--- config.mk ---
export PLATFORM = sky130hd
export DESIGN_NAME = qrr_sqrt
export DESIGN_NICKNAME = d
export VERILOG_FILES = /design/src/rtl/assert_macros.svh /design/src/rtl/qrr_pkg.sv /design/src/rtl/qrr_sqrt.sv
export SDC_FILE = /design/constraint.sdc
export NUM_CORES = 2
export LEC_CHECK = 0
export BUFFER_PORTS_ARGS = -buffer_cell sky130_fd_sc_hd__buf_2
export CORE_MARGIN = 4
export CORE_UTILIZATION = 30
export CTS_BUF_LIST = sky130_fd_sc_hd__clkbuf_4 sky130_fd_sc_hd__clkbuf_8 sky130_fd_sc_hd__clkbuf_16
export DETAILED_ROUTE_END_ITERATION = 8
export GPL_TIMING_DRIVEN = 0
export PLACE_DENSITY = 0.53
export SYNTH_ARGS = -nofsm -noshare
export SYNTH_HDL_FRONTEND = slang
export SYNTH_MEMORY_MAX_BITS = 65536
export SYNTH_SLANG_ARGS = --single-unit
--- constraint.sdc ---
create_clock -name clk -period 11.14 [get_ports clk]
set_clock_uncertainty 0.2 [all_clocks]
set_input_delay 0.557 -clock clk [delete_from_list [all_inputs] [get_ports clk]]
set_output_delay 0.557 -clock clk [all_outputs]
set_load 0.02 [all_outputs]
--- src/rtl/assert_macros.svh ---
// Assertion macros shared by the quadratic root pipeline.
// Each macro assumes clk and rst_n in the scope where it is used.
`ifndef ASSERT_MACROS_SVH
`define ASSERT_MACROS_SVH
`ifndef SYNTHESIS
`define QRR_ASSERT(lbl, prop, msg) \
    lbl: assert property (@(posedge clk) disable iff (!rst_n) (prop)) else $error(msg);
`define QRR_ASSERT_NEVER(lbl, expr, msg) \
    lbl: assert property (@(posedge clk) disable iff (!rst_n) !(expr)) else $error(msg);
`else
`define QRR_ASSERT(lbl, prop, msg)
`define QRR_ASSERT_NEVER(lbl, expr, msg)
`endif
`endif

--- src/rtl/qrr_pkg.sv ---
// Shared types and codes for the quadratic real root pipeline.
// No dependencies.
package qrr_pkg;

    typedef struct packed {
        logic a_zero;
        logic a_neg;
        logic d_neg;
    } qrr_flags_t;

    typedef enum logic [1:0] {
        STATUS_OK     = 2'd0,
        STATUS_A_ZERO = 2'd1,
        STATUS_SAT    = 2'd2
    } qrr_status_t;

    localparam logic [1:0] COUNT_NONE = 2'd0;
    localparam logic [1:0] COUNT_ONE  = 2'd1;
    localparam logic [1:0] COUNT_TWO  = 2'd2;

endpackage

--- src/rtl/qrr_sqrt.sv ---
// Pipelined integer square root, one result bit per stage, truncating.
// Carries a side bus alongside each item. Depends on qrr_pkg.
module qrr_sqrt #(
    parameter int W     = 32,
    parameter int SIDEW = 1
) (
    input  logic               clk,
    input  logic               rst_n,
    input  logic               en,
    input  logic               in_valid,
    input  logic [2*W+1:0]     d,
    input  logic [SIDEW-1:0]   side,
    output logic               out_valid,
    output logic [W:0]         root,
    output logic [SIDEW-1:0]   side_out
);
    import qrr_pkg::*;

    localparam int DW = 2 * W + 2;
    localparam int N  = W + 1;

    logic             valid_reg [N];
    logic [W+2:0]     rem_reg   [N];
    logic [W:0]       root_reg  [N];
    logic [DW-1:0]    dsh_reg   [N];
    logic [SIDEW-1:0] side_reg  [N];

    for (genvar i = 0; i < N; i++)
    begin : g_step
        logic             v_prev;
        logic [W+2:0]     rem_prev;
        logic [W:0]       root_prev;
        logic [DW-1:0]    dsh_prev;
        logic [SIDEW-1:0] side_prev;
        logic [W+4:0]     rem2, trial, diff;
        logic             fit;

        if (i == 0)
        begin : g_first
            assign v_prev    = in_valid;
            assign rem_prev  = '0;
            assign root_prev = '0;
            assign dsh_prev  = d;
            assign side_prev = side;
        end
        else
        begin : g_next
            assign v_prev    = valid_reg[i-1];
            assign rem_prev  = rem_reg[i-1];
            assign root_prev = root_reg[i-1];
            assign dsh_prev  = dsh_reg[i-1];
            assign side_prev = side_reg[i-1];
        end

        // bring down the next two radicand bits and try the next root bit
        assign rem2  = {rem_prev, dsh_prev[DW-1 -: 2]};
        assign trial = {2'b00, root_prev, 2'b01};
        assign fit   = (rem2 >= trial);
        assign diff  = rem2 - trial;

        always_ff @(posedge clk or negedge rst_n)
        begin
            if (!rst_n)
            begin
                valid_reg[i] <= 1'b0;
            end
            else if (en)
            begin
                valid_reg[i] <= v_prev;
            end
        end

        always_ff @(posedge clk)
        begin
            if (en)
            begin
                rem_reg[i]  <= fit ? diff[W+2:0] : rem2[W+2:0];
                root_reg[i] <= {root_prev[W-1:0], fit};
                dsh_reg[i]  <= {dsh_prev[DW-3:0], 2'b00};
                side_reg[i] <= side_prev;
            end
        end
    end

    assign out_valid = valid_reg[N-1];
    assign root      = root_reg[N-1];
    assign side_out  = side_reg[N-1];

endmodule

Word-level counts from Yosys, hierarchy flattened

Memory sizes are Yosys's and may differ from the RTL's.
Cells that the tools add are included.

Word-level logic and storage cells: 138
Output and inout bits: 35
Bits in writable memories: 4,389
Flip-flop bits (word level): 33
Input bits: 71
Memories: 4

Memories:

| memory   | depth | width | rd ports | clocked after memory_dff | write ports | line           | source |
|---|---|---|---|---|---|---|---|
| dsh_reg  | 33    | 64    | 32       | 0                        | 33          | qrr_sqrt.sv:25 | `logic [DW-1:0] dsh_reg [N];` |
| rem_reg  | 33    | 35    | 32       | 0                        | 33          | qrr_sqrt.sv:23 | `logic [W+2:0] rem_reg [N];` |
| root_reg | 33    | 33    | 33       | 0                        | 33          | qrr_sqrt.sv:24 | `logic [W:0] root_reg [N];` |
| side_reg | 33    | 1     | 33       | 0                        | 33          | qrr_sqrt.sv:26 | `logic [SIDEW-1:0] side_reg [N];` |

Add/sub/neg operators: 33
$lt $le $gt $ge: 33
Muxes and demuxes: 35

Operators by type and width:

| operator                                                          | number |
|---|---|
| greater-or-equal comparator 37 x 35 -> 1 bit                      | 32 |
| 2-to-1 mux 35 bit                                                 | 33 |
| subtractor 35 bit                                                 | 32 |
| subtractor 2 x 1 -> 3 bit, second input constant                  | 1 |
| greater-or-equal comparator 2 x 1 -> 1 bit, second input constant | 1 |
| 2-to-1 mux 1 bit                                                  | 2 |

Logic depth before layout (Yosys ltp)

An unclocked memory read counts as a cell.

Depth after elaboration: 3
Gate-level depth with buffers: 14
Gate-level depth less buffers: 12

Worst setup path before layout

OpenSTA, ideal clock, no wires.

Path kind: reg-to-reg
From: memory rem_reg[0][1056] in the netlist's numbering
To: memory rem_reg[0][1110] in the netlist's numbering (data pin)
Data required time: 10,670 ps
Cell stages (with the launch flop): 14
Period minus slack after synthesis: 3,620 ps
Path slack: 7,520 ps
Buffers on the path: 3
Arrival time: 3,150 ps
Library setup time: 270 ps
Cell sequence: edfxtp_1 -> ha_1 -> clkbuf_1 -> nand2_1 -> a2111oi_0 -> nor3_1 -> o21ai_1 -> a41oi_1 -> o31ai_2 -> a31oi_1 -> buf_2 -> clkbuf_1 -> nand2_1 -> o21ai_0

RTL lines:

| element            | line |
|---|---|
| start: declaration | qrr_sqrt.sv:23 |

==> flow_metrics.tcl <==
set metrics [dict create \
    status "completed" \
    p_int_mw 22.1 \
    max_stage_delay_ps 770 \
    dr.pass1.iters 5 \
    cp_top_family "compound AO/OA/AOI/OAI gates" \
    clockBufferDepth 4 \
    hold_path_depth 2 \
    synth-edff-count 2717 \
    yosysTopAreaCell "edfxtp_1" \
    pwr-share-seq 0.453 \
    routed_via_density 4.66 \
    ys_seq_elements 2750 \
    fill_cells 41525 \
    clock_latency_ps 900 \
    path_class "flip-flop to flip-flop" \
    clk_pin_slew_ps 60 \
    power_frac_comb 0.200 \
    area_growth_pct 15.4 \
    die_area_um2 437000 \
    total_power_mw 30.8 \
    swShare 0.283 \
    gp_congestion 0.849 \
    detail-route-antenna-nets 0 \
    wl_per_cell_um 16.5 \
    fin_nets 11095 \
    design.core.area_um2 424000 \
    wl_mm 270 \
    hp-start "d[38]" \
    place_ws_ps 5820 \
    slew_viol_final 0 \
    wirelength_met1_mm 117 \
    dp_cells 15686 \
    fin_hold_ws_ps 161 \
    r2r_cells 11 \
    overflow 0 \
    ctsResizeCount 0 \
    dr_total_vias 76262 \
    cellLeakagePower_nw 55.0 \
    hold_violations 0 \
    post-route-min-period_ps 5220 \
    crit_arrival_ps 5650 \
    synth_area_per_cell_um2 12.9 \
    crit_cells 11 \
    worst_r2r_endpoint "rem_reg[0][1076]$_DFFE_PP_" \
    ys_seq_area_frac 0.644 \
    cp.required_ps 11570 \
    cp-startpoint "root_reg[1][429]$_DFFE_PP_" \
    fin_area_um2 148000 \
    numCtsBuffers 330 \
    cts_setup_buffers 0 \
    maxSlewHeadroom 0.166 \
    setup_violations 0 \
    grt_max_degree 184 \
    placed_area_um2 136000 \
    io_pins 106 \
    dr.first_iter.drc_count 5397 \
    fin_crit_sh 0.468 \
    rsz0062_at_grt "false" \
    cts_sinks 2750 \
    path_cells "inv_1, ha_1, o211ai_1, and3_1, nor2_1, a211oi_1, o21ai_1, a41o_1, a31oi_1, clkbuf_1, mux2_2" \
    synth_nets 10566 \
    p_clk_frac 0.347 \
    reg2reg_slack_ps 5920 \
    grt_antenna_before_repair 9 \
    die_w_um 661 \
    start_kind "flip-flop" \
    hold_end "dsh_reg[0][38]$_DFFE_PP_" \
    power_density_nw_per_um2 209 \
    syn_area_um2 128000 \
    fp.dieH_um 661 \
    maxCapViolCount 0 \
    ys_warn_count 0 \
    htree_levels 5 \
    worstMarginPinSlew_ps 1230 \
    synth_top_area_share 0.638 \
    cp_num_buf_inv 2 \
    highest_layer "met5" \
    r2r-start "root_reg[1][429]$_DFFE_PP_" \
    ir_drop_uv 150 \
    cts_tree "built" \
    setup_tns_ps 0 \
    netlist_instances 9899 \
    rows 239 \
    ys_types 93 \
    switchingPower_mw 8.71 \
    final_cells 16358 \
    drcViolationCount 0 \
    setup_slack_ps 5920 \
    drive_gt1_frac 0.0819 \
    end_kind "flip-flop" \
    dr_wl_met2_mm 131 \
    ctsHoldBuffers 73 \
    cts-root-buf "clkbuf_16" \
    port-buffer-count 105 \
    largest_reg_flops 1067 \
    grt_pass1_wl_mm 423 \
    synth_area_leaders "edfxtp_1 64%, ha_1 5.8%, xnor2_1 3.3%, xor2_1 2.9%, a21oi_1 2.3%" \
    dpl.hpwl_mm 192 \
    cp_slowest_cell "a31oi_1" \
    final_util 0.348 \
    first_global_vias 75405 \
    min_path_type "input port to flip-flop" \
    track_usage 0.121 \
    initial_core_util 0.302 \
    async_reset_ff_frac 0.0120 \
    ys.flop_type "edfxtp_1" \
    cp_max_fo 10 \
    fmax_ghz 0.192 \
    wl_met3_mm 11.2 \
]
-- routing by layer --
layer	up-vias	track usage
li1	37744	-
met1	36528	0.152
met2	1415	0.207
met3	573	0.0176
met4	2	0.0474
met5	-	0
-- Yosys cell counts (68+ instances only) --
cell,number
xor2_1,421
nand2b_1,127
o21a_1,105
mux2_2,117
edfxtp_1,2717
ha_1,596
xnor2_1,481
nor2b_1,82
nor2_1,607
and3_1,72
o21ai_0,512
clkbuf_1,157
nand4_1,100
a21o_1,242
a21oi_1,591
nand2_1,713
a211oi_1,68
nor3_1,224
inv_1,744
nor4_1,134
or3_1,106
nand3_1,174
-- cell type report --
| type | instances | area (um^2) | area share |
|---|---|---|---|
| flip-flops and latches | 2750 | 82400 | 0.558 |
| multi-input cells | 6212 | 42000 | 0.284 |
| clock buffers | 408 | 9050 | 0.0613 |
| well taps | 5663 | 7090 | 0.0480 |
| inverters | 746 | 2800 | 0.0190 |
| clock inverters | 188 | 1810 | 0.0122 |
| repair buffers | 197 | 1780 | 0.0121 |
| plain buffers | 191 | 742 | 0.00502 |
| diodes | 3 | 7.51 | 0.0000508 |
-- worst max-delay path by stage --
stage / to
2_1_floorplan: rem_reg[0][1110]$_DFFE_PP_
3_3_place_gp: dsh_reg[0][274]$_DFFE_PP_
3_5_place_dp: g_step[13].v_prev$_DFFE_PN0P_
4_1_cts: rem_reg[0][1066]$_DFFE_PP_
5_1_grt: rem_reg[0][1066]$_DFFE_PP_
6_report: rem_reg[0][1076]$_DFFE_PP_
-- cells in the final DEF, fill, tap and decap left out, drive strengths merged, types with 242 or more instances in the layout --
cell type and count:
edfxtp 2717, inv 763, nand2 714, nor2 607, ha 596, a21oi 591, clkbuf 565, o21ai 521
xnor2 481, xor2 421, a21o 242
-- cell families (layout without fill, tap and decap cells) --
group,Yosys count,in the layout,synth area share
compound gates,1959,1959,0.0951
mux,127,127,0.0111
buf+inv,937,1730,0.0277
flops,2750,2750,0.644
fa+ha+maj,596,596,0.0583
xor+xnor,902,902,0.0617
other cells,1,4,0.0000293
simple gates,2627,2627,0.102
-- power by group through the flow --
stage	clock (mW)	combinational (mW)	sequential (mW)
after floorplan	0	4.49	13.8
after global placement	0	6.10	15.1
after detailed placement	0	6.13	14.2
after CTS	11.1	6.19	14.0
after global routing	11.5	6.90	14.1
final	10.7	6.15	14.0
Power figures use the tool's default switching activity.
